==> config.mk <==
export PLATFORM = sky130hd
export DESIGN_NAME = percent_duty_pwm_generator_unit
export DESIGN_NICKNAME = d
export VERILOG_FILES = /design/src/rtl/core/pdpwm_pkg.sv /design/src/rtl/core/pdpwm_div.sv /design/src/rtl/core/pdpwm_dp.sv /design/src/rtl/core/pdpwm_ctrl.sv /design/src/rtl/core/percent_duty_pwm_generator_unit.sv
export SDC_FILE = /design/constraint.sdc
export NUM_CORES = 1
export LEC_CHECK = 0
export ABC_AREA = 1
export BUFFER_PORTS_ARGS = -buffer_cell sky130_fd_sc_hd__buf_4
export CORE_MARGIN = 3
export CORE_UTILIZATION = 58
export DETAILED_ROUTE_END_ITERATION = 10
export PLACE_DENSITY_LB_ADDON = 0.15
export SLEW_MARGIN = 10
export SYNTH_ARGS = -nofsm -noshare
export SYNTH_HDL_FRONTEND = slang
export SYNTH_SLANG_ARGS = --single-unit
==> constraint.sdc <==
create_clock -name clock -period 12.25 [get_ports clock]
set_input_delay 1.225 -clock clock [delete_from_list [all_inputs] [get_ports clock]]
set_output_delay 1.225 -clock clock [all_outputs]
set_load 0.05 [all_outputs]
==> src/rtl/core/pdpwm_pkg.sv <==
// Shared constants, codes and control structures of the percent-duty PWM generator.
`default_nettype none
package pdpwm_pkg;

   localparam int unsigned TICKS_PER_SECOND_DEF = 1000000;

   localparam int unsigned OP_W     = 2;
   localparam int unsigned ST_W     = 2;
   localparam int unsigned DUTY_W   = 16;
   localparam int unsigned FREQ_W   = 16;
   localparam int unsigned TICK_W   = 20;
   localparam int unsigned PHASE_W  = 21;
   localparam int unsigned PCT_W    = 7;
   localparam int unsigned PROD_W   = TICK_W + PCT_W;
   localparam int unsigned DIVR_W   = 16;
   localparam int unsigned DCNT_W   = $clog2(PROD_W);

   // Division by one hundred: drop two bits, then multiply by the rounded-up reciprocal
   // of 25 scaled by 2^30. The result is exact for every dividend below 2^27.
   localparam int unsigned QIN_W       = PROD_W - 2;
   localparam int unsigned RECIP_W     = 26;
   localparam int unsigned RECIP_SHIFT = 30;
   localparam int unsigned RPROD_W     = QIN_W + RECIP_W;
   localparam logic [RECIP_W-1:0] RECIP_25 = RECIP_W'(42949673);

   localparam logic [DUTY_W-1:0] DUTY_MAX    = DUTY_W'(100);

   localparam logic [OP_W-1:0] OP_TICK  = 2'd0;
   localparam logic [OP_W-1:0] OP_INIT  = 2'd1;
   localparam logic [OP_W-1:0] OP_START = 2'd2;
   localparam logic [OP_W-1:0] OP_STOP  = 2'd3;

   localparam logic [ST_W-1:0] ST_OK        = 2'd0;
   localparam logic [ST_W-1:0] ST_NOT_INIT  = 2'd1;
   localparam logic [ST_W-1:0] ST_BAD_DUTY  = 2'd2;
   localparam logic [ST_W-1:0] ST_ZERO_FREQ = 2'd3;

   // Commands from the controller to the datapath.
   typedef struct packed {
      logic take_req;    // complete a request other than an accepted start
      logic start_load;  // capture an accepted start and begin period division
      logic mul_go;      // capture period and period times duty
      logic div2_go;     // divide period times duty by one hundred
      logic apply_go;    // load the new waveform and respond
   } pd_cmd_type;

   // Status from the datapath to the controller.
   typedef struct packed {
      logic start_ok;
      logic slot_free;
      logic div_done;
   } pd_sts_type;

endpackage
`default_nettype wire

==> src/rtl/core/pdpwm_div.sv <==
// Iterative restoring divider, one quotient bit per cycle.
`default_nettype none
module pdpwm_div (
   input  wire logic                          clock,
   input  wire logic                          reset,
   input  wire logic                          start,
   input  wire logic [pdpwm_pkg::PROD_W-1:0]  dividend,
   input  wire logic [pdpwm_pkg::DIVR_W-1:0]  divisor,
   output logic                               done,
   output logic [pdpwm_pkg::PROD_W-1:0]       quotient
);
   import pdpwm_pkg::*;

   logic                busy_ff, busy_in;
   logic                done_ff, done_in;
   logic [DCNT_W-1:0]   cnt_ff, cnt_in;
   logic [PROD_W-1:0]   quo_ff, quo_in;
   logic [DIVR_W-1:0]   rem_ff, rem_in;
   logic [DIVR_W-1:0]   dvs_ff, dvs_in;
   logic [DIVR_W:0]     trial;
   logic [DIVR_W:0]     diff;

   always_comb begin
      trial   = {rem_ff, quo_ff[PROD_W-1]};
      diff    = trial - {1'b0, dvs_ff};
      busy_in = busy_ff;
      done_in = 1'b0;
      cnt_in  = cnt_ff;
      quo_in  = quo_ff;
      rem_in  = rem_ff;
      dvs_in  = dvs_ff;
      if (start) begin
         busy_in = 1'b1;
         cnt_in  = '0;
         quo_in  = dividend;
         rem_in  = '0;
         dvs_in  = divisor;
      end else if (busy_ff) begin
         if (trial >= {1'b0, dvs_ff}) begin
            rem_in = diff[DIVR_W-1:0];
            quo_in = {quo_ff[PROD_W-2:0], 1'b1};
         end else begin
            rem_in = trial[DIVR_W-1:0];
            quo_in = {quo_ff[PROD_W-2:0], 1'b0};
         end
         cnt_in = cnt_ff + 1'b1;
         if (cnt_ff == DCNT_W'(PROD_W - 1)) begin
            busy_in = 1'b0;
            done_in = 1'b1;
         end
      end
   end

   always_ff @(posedge clock) begin
      if (reset) begin
         busy_ff <= 1'b0;
         done_ff <= 1'b0;
         cnt_ff  <= '0;
      end else begin
         busy_ff <= busy_in;
         done_ff <= done_in;
         cnt_ff  <= cnt_in;
      end
      quo_ff <= quo_in;
      rem_ff <= rem_in;
      dvs_ff <= dvs_in;
   end

   assign done     = done_ff;
   assign quotient = quo_ff;

endmodule
`default_nettype wire

==> src/rtl/core/pdpwm_dp.sv <==
// Datapath: waveform state, period arithmetic and the response register.
`default_nettype none
module pdpwm_dp #(
   parameter int unsigned TICKS_PER_SECOND = pdpwm_pkg::TICKS_PER_SECOND_DEF
) (
   input  wire logic                          clock,
   input  wire logic                          reset,
   input  wire pdpwm_pkg::pd_cmd_type         cmd,
   output pdpwm_pkg::pd_sts_type              sts,
   input  wire logic [pdpwm_pkg::OP_W-1:0]    req_op,
   input  wire logic                          req_enable_request,
   input  wire logic [pdpwm_pkg::DUTY_W-1:0]  req_duty_percent,
   input  wire logic [pdpwm_pkg::FREQ_W-1:0]  req_frequency_hz,
   output logic                               rsp_valid,
   input  wire logic                          rsp_stall,
   output logic                               rsp_pin_level,
   output logic                               rsp_qualifier_out,
   output logic [pdpwm_pkg::ST_W-1:0]         rsp_status_code
);
   import pdpwm_pkg::*;

   logic                initialized_ff, initialized_in;
   logic                running_ff, running_in;
   logic [TICK_W-1:0]   on_ff, on_in;
   logic [TICK_W-1:0]   off_ff, off_in;
   logic [PHASE_W-1:0]  phase_ff, phase_in;
   logic                level_ff, level_in;
   logic                rsp_valid_ff, rsp_valid_in;
   logic                rsp_pin_ff, rsp_pin_in;
   logic                rsp_qual_ff, rsp_qual_in;
   logic [ST_W-1:0]     rsp_st_ff, rsp_st_in;
   logic                qual_ff, qual_in;
   logic [PCT_W-1:0]    duty_ff, duty_in;
   logic [TICK_W-1:0]   period_ff, period_in;
   logic [PROD_W-1:0]   prod_ff, prod_in;
   logic [TICK_W-1:0]   on100_ff, on100_in;

   logic                div_start;
   logic [PROD_W-1:0]   div_dividend;
   logic [DIVR_W-1:0]   div_divisor;
   logic                div_done;
   logic [PROD_W-1:0]   div_quo;

   logic [RPROD_W-1:0]  recip_prod;
   logic [PHASE_W-1:0]  period_sum;
   logic [PHASE_W-1:0]  phase_inc;
   logic [TICK_W-1:0]   new_on;
   logic [TICK_W-1:0]   new_off;
   logic [ST_W-1:0]     start_st;

   pdpwm_div u_div (
      .clock    (clock),
      .reset    (reset),
      .start    (div_start),
      .dividend (div_dividend),
      .divisor  (div_divisor),
      .done     (div_done),
      .quotient (div_quo)
   );

   assign div_start    = cmd.start_load;
   assign div_dividend = PROD_W'(TICKS_PER_SECOND);
   assign div_divisor  = req_frequency_hz;

   always_comb begin
      if (!initialized_ff) begin
         start_st = ST_NOT_INIT;
      end else if (req_duty_percent > DUTY_MAX) begin
         start_st = ST_BAD_DUTY;
      end else if (req_frequency_hz == '0) begin
         start_st = ST_ZERO_FREQ;
      end else begin
         start_st = ST_OK;
      end
   end

   assign sts.start_ok  = (req_op == OP_START) && (start_st == ST_OK);
   assign sts.slot_free = !rsp_valid_ff || !rsp_stall;
   assign sts.div_done  = div_done;

   assign recip_prod = RPROD_W'(prod_ff[PROD_W-1:2]) * RPROD_W'(RECIP_25);
   assign period_sum = {1'b0, on_ff} + {1'b0, off_ff};
   assign phase_inc  = phase_ff + 1'b1;
   assign new_on     = on100_ff;
   assign new_off    = period_ff - new_on;

   always_comb begin
      initialized_in = initialized_ff;
      running_in     = running_ff;
      on_in          = on_ff;
      off_in         = off_ff;
      phase_in       = phase_ff;
      level_in       = level_ff;
      rsp_valid_in   = rsp_valid_ff & rsp_stall;
      rsp_pin_in     = rsp_pin_ff;
      rsp_qual_in    = rsp_qual_ff;
      rsp_st_in      = rsp_st_ff;
      qual_in        = qual_ff;
      duty_in        = duty_ff;
      period_in      = period_ff;
      prod_in        = prod_ff;
      on100_in       = on100_ff;

      if (cmd.take_req) begin
         rsp_st_in = ST_OK;
         case (req_op)
            OP_TICK: begin
               if (running_ff && (on_ff != '0) && (off_ff != '0)) begin
                  if (phase_inc >= period_sum) begin
                     phase_in = '0;
                  end else begin
                     phase_in = phase_inc;
                  end
                  level_in = (phase_in < {1'b0, on_ff});
               end
            end
            OP_INIT: begin
               initialized_in = req_enable_request;
               if (!req_enable_request) begin
                  running_in = 1'b0;
                  phase_in   = '0;
                  level_in   = 1'b0;
               end
            end
            OP_START: begin
               // Only rejected starts arrive here; they change no state.
               rsp_st_in = start_st;
            end
            OP_STOP: begin
               if (!initialized_ff) begin
                  rsp_st_in = ST_NOT_INIT;
               end else begin
                  running_in = 1'b0;
                  phase_in   = '0;
                  level_in   = 1'b0;
               end
            end
            default: begin
               rsp_st_in = ST_OK;
            end
         endcase
         rsp_valid_in = 1'b1;
         rsp_pin_in   = level_in;
         rsp_qual_in  = req_enable_request;
      end

      if (cmd.start_load) begin
         qual_in = req_enable_request;
         duty_in = req_duty_percent[PCT_W-1:0];
      end

      if (cmd.mul_go) begin
         period_in = div_quo[TICK_W-1:0];
         prod_in   = PROD_W'(div_quo[TICK_W-1:0]) * PROD_W'(duty_ff);
      end

      if (cmd.div2_go) begin
         on100_in = recip_prod[RECIP_SHIFT +: TICK_W];
      end

      if (cmd.apply_go) begin
         on_in        = new_on;
         off_in       = new_off;
         phase_in     = '0;
         running_in   = 1'b1;
         // A zero off-time holds the pin high; otherwise a zero on-time holds it low.
         level_in     = (new_off == '0) || (new_on != '0);
         rsp_valid_in = 1'b1;
         rsp_pin_in   = level_in;
         rsp_qual_in  = qual_ff;
         rsp_st_in    = ST_OK;
      end
   end

   always_ff @(posedge clock) begin
      if (reset) begin
         initialized_ff <= 1'b0;
         running_ff     <= 1'b0;
         on_ff          <= '0;
         off_ff         <= '0;
         phase_ff       <= '0;
         level_ff       <= 1'b0;
         rsp_valid_ff   <= 1'b0;
      end else begin
         initialized_ff <= initialized_in;
         running_ff     <= running_in;
         on_ff          <= on_in;
         off_ff         <= off_in;
         phase_ff       <= phase_in;
         level_ff       <= level_in;
         rsp_valid_ff   <= rsp_valid_in;
      end
      rsp_pin_ff  <= rsp_pin_in;
      rsp_qual_ff <= rsp_qual_in;
      rsp_st_ff   <= rsp_st_in;
      qual_ff     <= qual_in;
      duty_ff     <= duty_in;
      period_ff   <= period_in;
      prod_ff     <= prod_in;
      on100_ff    <= on100_in;
   end

   assign rsp_valid         = rsp_valid_ff;
   assign rsp_pin_level     = rsp_pin_ff;
   assign rsp_qualifier_out = rsp_qual_ff;
   assign rsp_status_code   = rsp_st_ff;

endmodule
`default_nettype wire

==> src/rtl/core/pdpwm_ctrl.sv <==
// Controller state machine sequencing requests and the start arithmetic.
`default_nettype none
module pdpwm_ctrl (
   input  wire logic                   clock,
   input  wire logic                   reset,
   input  wire logic                   req_valid,
   output logic                        req_stall,
   input  wire pdpwm_pkg::pd_sts_type  sts,
   output pdpwm_pkg::pd_cmd_type       cmd
);
   import pdpwm_pkg::*;

   typedef enum logic [3:0] {
      S_IDLE  = 4'b0001,
      S_DIV1  = 4'b0010,
      S_MUL   = 4'b0100,
      S_APPLY = 4'b1000
   } state_type;

   state_type state_ff, state_in;

   always_comb begin
      state_in = state_ff;
      cmd      = '0;
      case (state_ff)
         S_IDLE: begin
            if (req_valid && sts.slot_free) begin
               if (sts.start_ok) begin
                  cmd.start_load = 1'b1;
                  state_in       = S_DIV1;
               end else begin
                  cmd.take_req = 1'b1;
               end
            end
         end
         S_DIV1: begin
            if (sts.div_done) begin
               cmd.mul_go = 1'b1;
               state_in   = S_MUL;
            end
         end
         S_MUL: begin
            cmd.div2_go = 1'b1;
            state_in    = S_APPLY;
         end
         S_APPLY: begin
            // The new waveform is loaded together with its response.
            if (sts.slot_free) begin
               cmd.apply_go = 1'b1;
               state_in     = S_IDLE;
            end
         end
         default: begin
            state_in = S_IDLE;
         end
      endcase
   end

   always_ff @(posedge clock) begin
      if (reset) begin
         state_ff <= S_IDLE;
      end else begin
         state_ff <= state_in;
      end
   end

   assign req_stall = !((state_ff == S_IDLE) && sts.slot_free);

endmodule
`default_nettype wire

==> src/rtl/core/percent_duty_pwm_generator_unit.sv <==
// PWM generator with percent duty: one microsecond tick or event request per item.
// The req_ channel carries requests: op selects tick, init, start or stop, with the
// enable flag, duty in percent and frequency in hertz alongside. Each request gives
// exactly one response on the rsp_ channel: pin level after the request, the enable
// flag echoed, and a status code.
// For tick, init, stop and rejected start requests the response is registered and
// appears the cycle after acceptance, and a new request is accepted every cycle while
// responses are taken.
// An accepted start keeps req_stall high until its response is loaded, and runs through
// 27 restoring divider steps for ticks per second over frequency, a step in which the
// quotient is seen and multiplied by the duty, one in which that product is divided by
// one hundred through a reciprocal multiply, and one that loads the new waveform
// together with its response once the response register is free.
// When rsp_stall is high the response holds in its register and req_stall rises until
// it is taken. Synchronous reset clears the initialized flag, stops the waveform,
// clears the waveform level and empties the response register.
`default_nettype none
module percent_duty_pwm_generator_unit #(
   parameter int unsigned TICKS_PER_SECOND = pdpwm_pkg::TICKS_PER_SECOND_DEF
) (
   input  wire logic                          clock,
   input  wire logic                          reset,
   input  wire logic                          req_valid,
   output logic                               req_stall,
   input  wire logic [pdpwm_pkg::OP_W-1:0]    req_op,
   input  wire logic                          req_enable_request,
   input  wire logic [pdpwm_pkg::DUTY_W-1:0]  req_duty_percent,
   input  wire logic [pdpwm_pkg::FREQ_W-1:0]  req_frequency_hz,
   output logic                               rsp_valid,
   input  wire logic                          rsp_stall,
   output logic                               rsp_pin_level,
   output logic                               rsp_qualifier_out,
   output logic [pdpwm_pkg::ST_W-1:0]         rsp_status_code
);
   import pdpwm_pkg::*;

   pd_cmd_type cmd;
   pd_sts_type sts;

   pdpwm_ctrl u_ctrl (
      .clock     (clock),
      .reset     (reset),
      .req_valid (req_valid),
      .req_stall (req_stall),
      .sts       (sts),
      .cmd       (cmd)
   );

   pdpwm_dp #(
      .TICKS_PER_SECOND (TICKS_PER_SECOND)
   ) u_dp (
      .clock              (clock),
      .reset              (reset),
      .cmd                (cmd),
      .sts                (sts),
      .req_op             (req_op),
      .req_enable_request (req_enable_request),
      .req_duty_percent   (req_duty_percent),
      .req_frequency_hz   (req_frequency_hz),
      .rsp_valid          (rsp_valid),
      .rsp_stall          (rsp_stall),
      .rsp_pin_level      (rsp_pin_level),
      .rsp_qualifier_out  (rsp_qualifier_out),
      .rsp_status_code    (rsp_status_code)
   );

endmodule
`default_nettype wire

==> results of run 1 <==
through the flow:
step / power [mW] / hold slack (ps)
after global placement: 2.02 / 436
after global routing: 3.03 / 487
after CTS: 2.83 / 469
after detailed placement: 2.04 / 458
after floorplan: 1.72 / 406
final: 2.81 / 466
final timing paths:
| kind | cells past startpoint | endpoint | start | slack, ps |
|---|---|---|---|---|
| worst max-delay path | 22 | u_dp.new_on[18] | u_dp.prod_ff[10] | 5690 |
| worst min-delay path | 2 | u_dp.u_div.quotient[21] | u_dp.u_div.quotient[21] | 470 |
| worst max register to register | 22 | u_dp.new_on[18] | u_dp.prod_ff[10] | 5690 |
| worst min register to register | 2 | u_dp.u_div.quotient[21] | u_dp.u_div.quotient[21] | 470 |
power by group through the flow:
stage | clock [mW] | combinational, mW | sequential, mW
global placement | 0 | 1.14 | 0.882
finish | 0.787 | 1.15 | 0.869
global route | 0.830 | 1.33 | 0.873
CTS | 0.802 | 1.16 | 0.869
detailed placement | 0 | 1.16 | 0.884
floorplan | 0 | 0.854 | 0.862
cell usage after synthesis (18+ instances only):
cell type,number
sky130_fd_sc_hd__a21oi_1,198
sky130_fd_sc_hd__a31oi_1,27
sky130_fd_sc_hd__clkbuf_1,51
sky130_fd_sc_hd__dfxtp_1,121
sky130_fd_sc_hd__edfxtp_1,91
sky130_fd_sc_hd__fa_1,305
sky130_fd_sc_hd__ha_1,407
sky130_fd_sc_hd__inv_1,718
sky130_fd_sc_hd__nand2_1,553
sky130_fd_sc_hd__nand3_1,64
sky130_fd_sc_hd__nand4_1,33
sky130_fd_sc_hd__nor2_1,179
sky130_fd_sc_hd__nor3_1,25
sky130_fd_sc_hd__nor4_1,18
sky130_fd_sc_hd__o211ai_1,21
sky130_fd_sc_hd__o21ai_0,90
sky130_fd_sc_hd__o22ai_1,27
sky130_fd_sc_hd__xnor2_1,37
sky130_fd_sc_hd__xor2_1,68
per-layer routing:
| metal | up-vias | global-route usage |
|---|---|---|
| li1 | 10100 | - |
| met1 | 10100 | 0.418 |
| met2 | 574 | 0.493 |
| met3 | 110 | 0.0597 |
| met4 | 0 | 0.0859 |
| met5 | - | 0 |
layout make-up:
class / count / area share
inverters: 727 / 0.0965
clock buffers: 36 / 0.0261
clock inverters: 12 / 0.00438
repair buffers: 51 / 0.0135
well taps: 592 / 0.0262
flip-flops and latches: 212 / 0.182
multi-input cells: 2161 / 0.651
worst reg2reg max path, cell delays in order (launching register included):
cell	delay [ps]
sky130_fd_sc_hd__edfxtp_1	590
sky130_fd_sc_hd__fa_1	670
sky130_fd_sc_hd__inv_1	80
sky130_fd_sc_hd__fa_1	530
sky130_fd_sc_hd__inv_1	50
sky130_fd_sc_hd__fa_1	500
sky130_fd_sc_hd__fa_1	510
sky130_fd_sc_hd__inv_1	50
sky130_fd_sc_hd__fa_1	490
sky130_fd_sc_hd__inv_1	70
sky130_fd_sc_hd__fa_1	520
sky130_fd_sc_hd__fa_1	500
sky130_fd_sc_hd__ha_1	400
sky130_fd_sc_hd__nand2_1	80
sky130_fd_sc_hd__nor2_1	170
sky130_fd_sc_hd__inv_1	70
sky130_fd_sc_hd__nor2_1	140
sky130_fd_sc_hd__inv_1	90
sky130_fd_sc_hd__nor3_1	190
sky130_fd_sc_hd__o21ai_0	140
sky130_fd_sc_hd__nand3_1	210
sky130_fd_sc_hd__a31oi_1	130
sky130_fd_sc_hd__xnor2_1	140
sequential cells by signal, indices dropped and copies added (netlist names):
| signal | count |
|---|---|
| u_dp.u_div.rem_ff | 16 |
| u_dp.prod_ff | 25 |
| u_dp.u_div.cnt_ff | 5 |
| u_dp.duty_ff | 7 |
| u_dp.rsp_pin_level | 1 |
| u_dp.u_div.dvs_ff | 16 |
| u_dp.initialized_ff | 1 |
| u_dp.period_ff | 20 |
| u_ctrl.state_ff | 4 |
| u_dp.rsp_valid | 1 |
| u_dp.rsp_status_code | 2 |
| u_dp.qual_ff | 1 |
| u_dp.u_div.quotient | 27 |
| u_dp.running_ff | 1 |
| u_dp.rsp_qualifier_out | 1 |
| u_dp.u_div.done | 1 |
| u_dp.new_on | 20 |
| u_dp.on_ff | 20 |
| u_dp.level_ff | 1 |
| u_dp.phase_ff | 21 |
| u_dp.u_div.busy_ff | 1 |
| u_dp.off_ff | 20 |
cell families after synthesis:
group / after synthesis / share of synthesized area
xor+xnor: 106 / 0.0353
compound gates: 436 / 0.0926
flops: 212 / 0.194
simple gates: 907 / 0.143
fa+ha+maj: 712 / 0.422
buf+inv: 791 / 0.113
==> out/summary.md, run 1 <==
• finished clean — run status
• 77 — Placement Rows
• 91 — count of flip-flops with a built-in enable after synthesis
• adder cells — kind of cell adding the most delay to the critical path
• 28300 um^2 — cell area after layout
• 1.09 mW — Psw
• 220 um — die width
• 21.5k — vias in the first global route
• 0.947 — GP Congestion
• 220 um — height of the die
• yes — clock tree from TritonCTS
• 0 — fin. max-slew vios
• 8.39 um^2 — Synth Area per Inst
• 1160 ps — transition time of the tightest slew-check pin
• 0.411 — power share of the combinational group
• 3906 — Filler cells
• 0.386 — switching power share of the total
• flip-flop to flip-flop — Hold Crit Class
• 3164 — Mapped Cells
• 0 — Post-CTS Hold Buffers
• 0 — number of instances resized during post-cts repair
• 0 — Inserted Diodes
• 32.2 mm — met2 wire length
• 44 — count of buffers from port buffering
• met4 — highest metal layer with signal wires
• 550 ps — clock insertion delay at the later pin of the skew report
• 0 — fraction of registers with async set/reset
• 0 — setup repair bufs after CTS
• 5.51 — via-per-instance ratio
• 0.230 — fraction of post-synthesis cell area in the top cell type by area
• 54 — Netlist cell types
• 0.304 — Total GRT Usage
• 0 — count of nets left with antenna violations after detail routing
• sky130_fd_sc_hd__fa_1 — Slowest-stage cell, CP
• 44700 um^2 — core region area
• 0 ps — setup TNS after final layout
• 152 MHz — f_max
• 3930 — Final nets
• 0 — Hold Fails Final Rpt
• 0 — number of remaining DRC errors
• 660 ps — Critical Path Max Stage Delay
• 3743 — placed cell count
• false — setup repair after global routing missed its margin
• fa_1 -> inv_1 -> fa_1 -> inv_1 -> fa_1 -> fa_1 -> inv_1 -> fa_1 -> inv_1 -> fa_1 -> fa_1 -> ha_1 -> nand2_1 -> nor2_1 -> inv_1 -> nor2_1 -> inv_1 -> nor3_1 -> o21ai_0 -> nand3_1 -> a31oi_1 -> xnor2_1 — cell-by-cell trace of the critical path
• 0 — yosys warns
• 99.3 nW/um^2 — power per standard cell area
• 1.72 mW — Internal Power
• 0.194 — sequential share of the synthesized area
• sky130_fd_sc_hd__fa_1 — Critical Path Most Common Cell
• 0.633 — share of the core filled with cells in the final layout
• 115 mm — global-route wire length before repair
• 1 — maximum level of the CTS H-tree
• flip-flop to flip-flop — critical path start-end classification
• 4.67 mm — met3 wire len
• 0 — Overflow after GRT
• 6.59% — growth of design area from synthesis to finish
• 3 — Max Root-Sink Buffers
• sky130_fd_sc_hd__fa_1 (23%), sky130_fd_sc_hd__ha_1 (19%), sky130_fd_sc_hd__edfxtp_1 (10%) — cell types with the largest area share after synthesis
• 48400 um^2 — area of the die
• sky130_fd_sc_hd__inv_1 (718), sky130_fd_sc_hd__nand2_1 (553), sky130_fd_sc_hd__ha_1 (407) — commonest non-fill, non-tap cells in the layout
• 7 — first-pass iteration count of the detailed router
• 60.1 mm — HPWL Detailed
• 20.9k — Via Count
• 32.0 mm — wire length on met1
• 3791 — final standard cell count with taps included and fillers excluded
• 0.280 — power share of the clock group
• 71.1 mm — sum of routed wire length over all layers
• 0.309 — Reg power frac
• flip-flop — kind of capture point of the worst setup path
• 18.7 um — drt wl/cell
• 212 — synthesis-stage register bit count
• 145 uV — peak supply drop
• 27400 um^2 — Cell Area, Placed
• 14.7 nW — static leakage
• 0.536 — Final Cycle Share
• 51 — pin count of the biggest net entering global routing
• sky130_fd_sc_hd__dfxtp_1 — primary flip-flop cell chosen by synthesis mapping
• 9 — largest driver fanout on the critical path
• 0.0391 — fraction of layout cells with a size suffix above 1
• 0 — final number of setup-violating endpoints
• 18400 um^2 — total area of multi-input combinational cells
• 212 — sinks on the clock net
• 5150 um^2 — area of all sequential standard cells
• 1473 — number of DRC violations after detailed-routing iteration 0
• 15.9 ps — post-route clock skew
• 26500 um^2 — post-synthesis instance area
• 6860 ps — arrival time at the worst endpoint
• sky130_fd_sc_hd__fa_1 — top cell type by total area after synthesis
• flip-flop — sort of element at the start of the critical path
• 0 — initial antenna violation count
• 6560 ps — post-layout min period
• 5690 ps — final setup slack of the worst path
• 0.223 — slew margin rel.
• sky130_fd_sc_hd__clkbuf_16 — CTS root buffer
• 5730 ps — Post-Place Worst Slack
• 45 — I/O pin cnt
• 0 — number of maximum-capacitance constraint violations
• 26 — total clock buffers created by CTS
• 12550 ps — Required @ worst endpoint
• 60 ps — clock-pin slew of the registers on the worst-case setup and hold paths
• 3915 — net count after synthesis
• 6 — count of buffer and inverter cells on the critical path
• 0.594 — starting utilization of the core area
• sky130_fd_sc_hd__inv_1 — most common cell after layout, fill and taps aside
No activity file was read; power rests on OpenSTA's default activity.
==> inputs of run 2 (changes only) <==
--- a/config.mk
+++ b/config.mk
@@ -5,7 +5,7 @@
 export SDC_FILE = /design/constraint.sdc
 export NUM_CORES = 1
 export LEC_CHECK = 0
-export ABC_AREA = 1
+export ABC_AREA = 0
 export BUFFER_PORTS_ARGS = -buffer_cell sky130_fd_sc_hd__buf_4
 export CORE_MARGIN = 3
 export CORE_UTILIZATION = 58
==> constraint.sdc (replaced) <==
create_clock -name clock -period 6.15 [get_ports clock]
set_input_delay 0.615 -clock clock [delete_from_list [all_inputs] [get_ports clock]]
set_output_delay 0.615 -clock clock [all_outputs]
set_load 0.05 [all_outputs]
==> out/summary.md, run 2 <==
• complete, but fails checks — run status, was finished clean
• negative setup slack — failing checks
• 212 — sinks on the clock net, unchanged
• sky130_fd_sc_hd__inv_1 — leading cell type by number of instances after synthesis, unchanged
• 14.5 nW — static leakage, was 14.7 nW
• 76 — Netlist cell types, was 54
• sky130_fd_sc_hd__fa_1 (24%), sky130_fd_sc_hd__ha_1 (20%), sky130_fd_sc_hd__edfxtp_1 (11%) — cell types with the largest area share after synthesis, was sky130_fd_sc_hd__fa_1 (23%), sky130_fd_sc_hd__ha_1 (19%), sky130_fd_sc_hd__edfxtp_1 (10%)
• 2.39 mW — Internal Power, was 1.72 mW
• 69 — pin count of the biggest net entering global routing, was 51
• 6430 ps — Required @ worst endpoint, was 12550 ps
• sky130_fd_sc_hd__fa_1 — top cell type by total area after synthesis, unchanged
• 2723 — Mapped Cells, was 3164
• 9.36 um^2 — Synth Area per Inst, was 8.39 um^2
• 0.202 — sequential share of the synthesized area, was 0.194
• sky130_fd_sc_hd__inv_1 (513), sky130_fd_sc_hd__ha_1 (385), sky130_fd_sc_hd__fa_1 (293) — commonest non-fill, non-tap cells in the layout, was sky130_fd_sc_hd__inv_1 (718), sky130_fd_sc_hd__nand2_1 (553), sky130_fd_sc_hd__ha_1 (407)
• 44 — count of buffers from port buffering, unchanged
• 0 — fraction of registers with async set/reset, unchanged
• 103 mm — global-route wire length before repair, was 115 mm
• 3679 — Final nets, was 3930
• 25 — total clock buffers created by CTS, was 26
• 0 — count of nets left with antenna violations after detail routing, unchanged
• 0 — Inserted Diodes, unchanged
• 3474 — net count after synthesis, was 3915
• 0 — Post-CTS Hold Buffers, unchanged
• 199 uV — peak supply drop, was 145 uV
• 0.589 — starting utilization of the core area, was 0.594
• 0.225 — switching power share of the total, was 0.386
• 0 — Overflow after GRT, unchanged
• 18 — final number of setup-violating endpoints, was 0
• sky130_fd_sc_hd__dfxtp_1 — primary flip-flop cell chosen by synthesis mapping, unchanged
• 5 — first-pass iteration count of the detailed router, was 7
• 6730 ps — post-layout min period, was 6560 ps
• 20.4k — vias in the first global route, was 21.5k
• 0 — yosys warns, unchanged
• 0.240 — fraction of post-synthesis cell area in the top cell type by area, was 0.230
• flip-flop — kind of capture point of the worst setup path, unchanged
• input port to flip-flop — Hold Crit Class, was flip-flop to flip-flop
• 18.0 um — drt wl/cell, was 18.7 um
• 45 — I/O pin cnt, unchanged
• 91 — count of flip-flops with a built-in enable after synthesis, unchanged
• 1 — maximum level of the CTS H-tree, unchanged
• 104 nW/um^2 — power per standard cell area, was 99.3 nW/um^2
• 0.152 — fraction of layout cells with a size suffix above 1, was 0.0391
• sky130_fd_sc_hd__inv_1 — most common cell after layout, fill and taps aside, unchanged
• 0.476 — Reg power frac, was 0.309
• 46500 um^2 — area of the die, was 48400 um^2
• 0 — initial antenna violation count, unchanged
• 19.6k — Via Count, was 20.9k
• 0.492 — power share of the clock group, was 0.280
• 76 — Placement Rows, was 77
• 43300 um^2 — core region area, was 44700 um^2
• 7010 ps — arrival time at the worst endpoint, was 6860 ps
• 0.273 — Total GRT Usage, was 0.304
• 1 — Cells on Worst Hold Path, was 2
• 25500 um^2 — post-synthesis instance area, was 26500 um^2
• 23 — path depth of the worst reg2reg path, was 22
• 17.3 ps — post-route clock skew, was 15.9 ps
• 216 um — height of the die, was 220 um
• 0 — number of remaining DRC errors, unchanged
• 3457 — placed cell count, was 3743
• yes — clock tree from TritonCTS, unchanged
• flip-flop to flip-flop — critical path start-end classification, unchanged
• 0 — Hold Fails Final Rpt, unchanged
• 149 MHz — f_max, was 152 MHz
• 3357 — Filler cells, was 3906
• true — setup repair after global routing missed its margin, was false
• 0 — fin. max-slew vios, unchanged
• 5.55 — via-per-instance ratio, was 5.51
• 0.936 — GP Congestion, was 0.947
• 1139 — number of DRC violations after detailed-routing iteration 0, was 1473
• 0 — number of maximum-capacitance constraint violations, unchanged
• 0.032 — power share of the combinational group, was 0.411
• 63.4 mm — sum of routed wire length over all layers, was 71.1 mm
• 70 ps — clock-pin slew of the registers on the worst-case setup and hold paths, was 60 ps
• 1140 ps — transition time of the tightest slew-check pin, was 1160 ps
• 560 ps — clock insertion delay at the later pin of the skew report, was 550 ps
• 3.08 mW — Overall Power, was 2.81 mW
• 3531 — final standard cell count with taps included and fillers excluded, was 3791
• 51.6 mm — HPWL Detailed, was 60.1 mm
• sky130_fd_sc_hd__clkbuf_16 — CTS root buffer, unchanged
• 212 — synthesis-stage register bit count, unchanged
• 1.09 — Final Cycle Share, was 0.536
• sky130_fd_sc_hd__inv_1 (530), sky130_fd_sc_hd__ha_1 (407), sky130_fd_sc_hd__fa_1 (305) — synth cell count leaders, was sky130_fd_sc_hd__inv_1 (718), sky130_fd_sc_hd__nand2_1 (553), sky130_fd_sc_hd__ha_1 (407)
• 0.242 — slew margin rel., was 0.223
• 0.695 mW — Psw, was 1.09 mW
• -821 ps — Post-Place Worst Slack, was 5730 ps
• 3 — Max Root-Sink Buffers, unchanged
• 15.9% — growth of design area from synthesis to finish, was 6.59%
• -5440 ps — setup TNS after final layout, was 0 ps
• 27 — Largest register FFs, unchanged
• 216 um — die width, was 220 um
• -576 ps — final setup slack of the worst path, was 5690 ps
• 4 — largest driver fanout on the critical path, was 9
• flip-flop — sort of element at the start of the critical path, unchanged
==> run 2: cell types whose count changed in the layout (fill, tap and decap cells not counted), moves of 23 or more <==
cell,before,now
sky130_fd_sc_hd__nor3_1,24,55
sky130_fd_sc_hd__nor2_1,178,146
sky130_fd_sc_hd__a21o_1,10,40
sky130_fd_sc_hd__o21ai_0,90,33
sky130_fd_sc_hd__nand2_1,553,221
sky130_fd_sc_hd__buf_4,51,236
sky130_fd_sc_hd__inv_1,718,513
sky130_fd_sc_hd__o22ai_1,27,2
sky130_fd_sc_hd__and2_1,0,37
sky130_fd_sc_hd__nand2b_1,0,23
sky130_fd_sc_hd__nand3_1,64,32
sky130_fd_sc_hd__a21oi_1,198,127
sky130_fd_sc_hd__mux2i_1,0,31
==> run 2: layer usage <==
layer	up-vias	wire length, um	GRT usage
met2	486	28800	0.436
met5	-	0	0
met3	109	4200	0.0563
li1	9367	-	-
met4	0	1620	0.0621
met1	9649	28800	0.386
==> run 2: what timing repair did <==
item / 4_1_cts / 5_1_grt
resized for setup: 64 / 101
buffers inserted: 10 / 19
pin swaps: 59 / 86
endpoints found under the setup margin: 22 / 21
cloned: 0 / 2
==> run 2: kinds of logic (layout without fill, tap and decap cells) <==
logic type / Yosys count / after routing / share of synthesized area
DFF: 212 / 212 / 0.202
buffers and inverters: 608 / 830 / 0.0897
muxes: 31 / 31 / 0.0122
xor gates and xnor gates: 104 / 104 / 0.0357
AOI/OAI and AO/OA: 383 / 384 / 0.0952
adders and majority gates: 712 / 712 / 0.440
and+or+nand+nor: 673 / 673 / 0.125
==> run 2: worst max-delay path, stage by stage, from the launching register on <==
cell and delay (ps):
sky130_fd_sc_hd__edfxtp_1 430, sky130_fd_sc_hd__buf_6 160, sky130_fd_sc_hd__fa_2 580, sky130_fd_sc_hd__inv_2 40, sky130_fd_sc_hd__fa_1 440, sky130_fd_sc_hd__inv_1 90
sky130_fd_sc_hd__fa_2 450, sky130_fd_sc_hd__fa_1 490, sky130_fd_sc_hd__inv_1 50, sky130_fd_sc_hd__fa_2 520, sky130_fd_sc_hd__inv_2 40, sky130_fd_sc_hd__fa_1 490
sky130_fd_sc_hd__fa_2 460, sky130_fd_sc_hd__ha_4 310, sky130_fd_sc_hd__nand2_4 60, sky130_fd_sc_hd__a2111oi_4 300, sky130_fd_sc_hd__a31oi_2 100, sky130_fd_sc_hd__a31oi_4 250
sky130_fd_sc_hd__a21oi_2 100, sky130_fd_sc_hd__o211ai_1 250, sky130_fd_sc_hd__o2111ai_2 210, sky130_fd_sc_hd__a31oi_4 280, sky130_fd_sc_hd__mux2i_1 240, sky130_fd_sc_hd__o2111ai_1 120
==> run 2: layout make-up <==
| cell class | instances | area, um^2 | share of cell area |
|---|---|---|---|
| multi-input cells | 1904 | 18800 | 0.637 |
| flip-flops and latches | 212 | 5160 | 0.175 |
| repair buffers | 255 | 1990 | 0.0674 |
| inverters | 530 | 1990 | 0.0673 |
| clock buffers | 35 | 736 | 0.0249 |
| well taps | 585 | 732 | 0.0248 |
| clock inverters | 10 | 104 | 0.00352 |
==> run 2: power groups by stage <==
stage	combinational [mW]	sequential (mW)	clock, mW
6_report	0.0979	1.47	1.52
3_5_place_dp	0.0970	1.50	0
3_3_place_gp	0.0951	1.50	0
2_1_floorplan	0.0477	1.51	0
5_1_grt	0.107	1.47	1.59
4_1_cts	0.0971	1.47	1.54
==> run 2: path summary, 6_finish.rpt <==
check | end | start | slack (ps)
setup / recovery | u_dp.new_on[18] | u_dp.prod_ff[11] | -580
hold / removal | u_dp.duty_ff[3] | req_duty_percent[3] | 240
setup reg to reg | u_dp.new_on[18] | u_dp.prod_ff[11] | -580
hold reg to reg | u_dp.rsp_status_code[1] | u_dp.rsp_status_code[1] | 460
==> run 2: per-stage QoR <==
step / hold slack (ps) / utilization / area [um^2]
after floorplan: 406 / - / 25500
after global placement: 433 / 0.641 / 27700
after detailed placement: 449 / 0.641 / 27700
after CTS: 224 / 0.669 / 28900
after global routing: 232 / 0.683 / 29500
final: 241 / 0.683 / 29500
==> inputs of run 3 (changes only) <==
--- a/config.mk
+++ b/config.mk
@@ -10,7 +10,8 @@
 export CORE_MARGIN = 3
 export CORE_UTILIZATION = 58
 export DETAILED_ROUTE_END_ITERATION = 10
-export PLACE_DENSITY_LB_ADDON = 0.15
+export MAX_ROUTING_LAYER = met4
+export PLACE_DENSITY = 0.85
 export SLEW_MARGIN = 10
 export SYNTH_ARGS = -nofsm -noshare
 export SYNTH_HDL_FRONTEND = slang
==> constraint.sdc (replaced) <==
create_clock -name clock -period 6.15 [get_ports clock]
set_input_delay 0.615 -clock clock [delete_from_list [all_inputs] [get_ports clock]]
set_output_delay 0.615 -clock clock [all_outputs]
set_load 0.005 [all_outputs]
==> out/summary.md, run 3 (synthesized netlist as in run 2, its figures left out) <==
• 3.08 mW — Overall Power, about the same
• flip-flop — sort of element at the start of the critical path, unchanged
• 51.1 mm — HPWL Detailed, was 51.6 mm
• flip-flop — kind of capture point of the worst setup path, unchanged
• -553 ps — final setup slack of the worst path, was -576 ps
• 19 — final number of setup-violating endpoints, was 18
• 64.1 mm — sum of routed wire length over all layers, was 63.4 mm
• 5.70 — via-per-instance ratio, was 5.55
• 24 — total clock buffers created by CTS, was 25
• fa_2 -> inv_2 -> fa_1 -> inv_2 -> fa_2 -> fa_1 -> inv_1 -> fa_2 -> inv_1 -> fa_1 -> fa_2 -> ha_4 -> nand2_2 -> a2111oi_4 -> a31oi_1 -> a31oi_4 -> a21oi_2 -> o211ai_1 -> o2111ai_2 -> a31oi_4 -> mux2i_1 -> o2111ai_1 — cell-by-cell trace of the critical path, was buf_6 -> fa_2 -> inv_2 -> fa_1 -> inv_1 -> fa_2 -> fa_1 -> inv_1 -> fa_2 -> inv_2 -> fa_1 -> fa_2 -> ha_4 -> nand2_4 -> a2111oi_4 -> a31oi_2 -> a31oi_4 -> a21oi_2 -> o211ai_1 -> o2111ai_2 -> a31oi_4 -> mux2i_1 -> o2111ai_1
• 3 — Max Root-Sink Buffers, unchanged
• 14.4 nW — static leakage, was 14.5 nW
• 44 — count of buffers from port buffering, unchanged
• 20.6k — vias in the first global route, was 20.4k
• 0 — Inserted Diodes, unchanged
• 5 — largest driver fanout on the critical path, was 4
• 0 — fin. max-slew vios, unchanged
• 0 — Overflow after GRT, unchanged
• 22 — path depth of the worst reg2reg path, was 23
• u_dp.u_div.dvs_ff[6] — endpoint of the worst hold path, was u_dp.duty_ff[3]
• 216 um — die width, unchanged
• 1130 ps — transition time of the tightest slew-check pin, was 1140 ps
• true — setup repair after global routing missed its margin, unchanged
• 3437 — placed cell count, was 3457
• 46500 um^2 — area of the die, unchanged
• 212 — sinks on the clock net, unchanged
• 0.674 — share of the core filled with cells in the final layout, was 0.683
• -550 ps — worst reg2reg setup slack, was -580 ps
• 246 uV — peak supply drop, was 199 uV
• 76 — Placement Rows, unchanged
• 69 — pin count of the biggest net entering global routing, unchanged
• 0 — initial antenna violation count, unchanged
• complete, but fails checks — run status, unchanged
• 0.589 — starting utilization of the core area, unchanged
• u_dp.new_on[18] — Reg2Reg Capture Point, unchanged
• -6500 ps — setup TNS after final layout, was -5440 ps
• 1650 — number of DRC violations after detailed-routing iteration 0, was 1139
• sky130_fd_sc_hd__clkbuf_16 — CTS root buffer, unchanged
• 0 — count of nets left with antenna violations after detail routing, unchanged
• negative setup slack — failing checks, unchanged
• 3153 — Filler cells, was 3357
• sky130_fd_sc_hd__fa_2 — Critical Path Most Common Cell, unchanged
• 1 — Cells on Worst Hold Path, unchanged
• 6 — first-pass iteration count of the detailed router, was 5
• 620 ps — Critical Path Max Stage Delay, was 580 ps
• 0 — number of remaining DRC errors, unchanged
• 0 — number of maximum-capacitance constraint violations, unchanged
• 27600 um^2 — Cell Area, Placed, was 27700 um^2
• 243 ps — WHS, was 241 ps
• 104 mm — global-route wire length before repair, was 103 mm
• 27 — Largest register FFs, unchanged
• 0 — Post-CTS Hold Buffers, unchanged
• yes — clock tree from TritonCTS, unchanged
• 149 MHz — f_max, about the same
• 216 um — height of the die, unchanged
• req_frequency_hz[6] — start point of the worst min-delay path, was req_duty_percent[3]
• 3663 — Final nets, was 3679
• 6980 ps — arrival time at the worst endpoint, was 7010 ps
• 29200 um^2 — cell area after layout, was 29500 um^2
• 31.0 ps — post-route clock skew, was 17.3 ps
• 0.138 — fraction of layout cells with a size suffix above 1, was 0.152
• -902 ps — Post-Place Worst Slack, was -821 ps
• 43300 um^2 — core region area, unchanged
• 3515 — final standard cell count with taps included and fillers excluded, was 3531
• 6430 ps — Required @ worst endpoint, about the same
• 0.985 — GP Congestion, was 0.936
• 0.242 — slew margin rel., about the same
• 20.1k — Via Count, was 19.6k
• 1 — maximum level of the CTS H-tree, unchanged
• 14.5% — growth of design area from synthesis to finish, was 15.9%
• 560 ps — clock insertion delay at the later pin of the skew report, about the same
• 70 ps — clock-pin slew of the registers on the worst-case setup and hold paths, about the same
• 106 nW/um^2 — power per standard cell area, was 104 nW/um^2
• sky130_fd_sc_hd__inv_1 (518), sky130_fd_sc_hd__ha_1 (396), sky130_fd_sc_hd__fa_1 (292) — commonest non-fill, non-tap cells in the layout, was sky130_fd_sc_hd__inv_1 (513), sky130_fd_sc_hd__ha_1 (385), sky130_fd_sc_hd__fa_1 (293)
• input port to flip-flop — Hold Crit Class, unchanged
• u_dp.prod_ff[10] — r2r startpoint, was u_dp.prod_ff[11]
• 1.09 — Final Cycle Share, about the same
• 0.281 — Total GRT Usage, was 0.273
• 6700 ps — post-layout min period, was 6730 ps
• 18.2 um — drt wl/cell, was 18.0 um
• flip-flop to flip-flop — critical path start-end classification, unchanged
• 0 — Hold Fails Final Rpt, unchanged
• sky130_fd_sc_hd__inv_1 — most common cell after layout, fill and taps aside, unchanged
• 45 — I/O pin cnt, unchanged
• sky130_fd_sc_hd__fa_2 — Slowest-stage cell, CP, unchanged
run 3: worst max-delay path, delay by kind of cell (launching register included):
family | cells | cell delay, ps
fa+ha+maj | 8 | 3780
compound gates | 8 | 1620
flops | 1 | 490
mux | 1 | 230
buf+inv | 4 | 220
simple gates | 1 | 80
run 3: power by group:
part | total, mW | switching [mW] | internal [mW]
clock | 1.53 | 0.636 | 0.896
sequential | 1.47 | 0.00412 | 1.46
combinational | 0.0831 | 0.0470 | 0.0361
run 3: worst max path at each step:
stage,startpoint,end,slack (ps),cells past startpoint
after floorplan,u_dp.prod_ff[10],u_dp.new_on[18],-200,22
after global placement,u_dp.prod_ff[3],u_dp.new_on[18],-620,24
after detailed placement,u_dp.prod_ff[4],u_dp.new_on[18],-900,24
after CTS,u_dp.prod_ff[11],u_dp.new_on[18],-480,22
after global routing,u_dp.prod_ff[3],u_dp.new_on[18],-840,24
final,u_dp.prod_ff[10],u_dp.new_on[18],-550,22
run 3: area by class of cell:
type,count,area [um^2],share of cell area
timing repair buffer,240,1830,0.0628
multi-input combinational,1904,18600,0.638
inverter,530,1990,0.0682
clock buffer,29,651,0.0223
clock inverter,15,196,0.00673
tap,585,732,0.0251
sequential,212,5160,0.177
run 3: timing repair:
item	CTS	global route
endpoints found under the setup margin	21	23
gates cloned	0	1
pin swaps	31	56
setup buffers	12	25
gates resized for setup	43	74
run 3: routing by layer:
layer  part of all wire  global-route usage  vias up
met5                  0                   -        -
met3              0.067              0.0377      152
met1               0.42               0.374     9826
met2               0.48               0.458      734
met4              0.033              0.0760        0
li1                   -                   -     9338
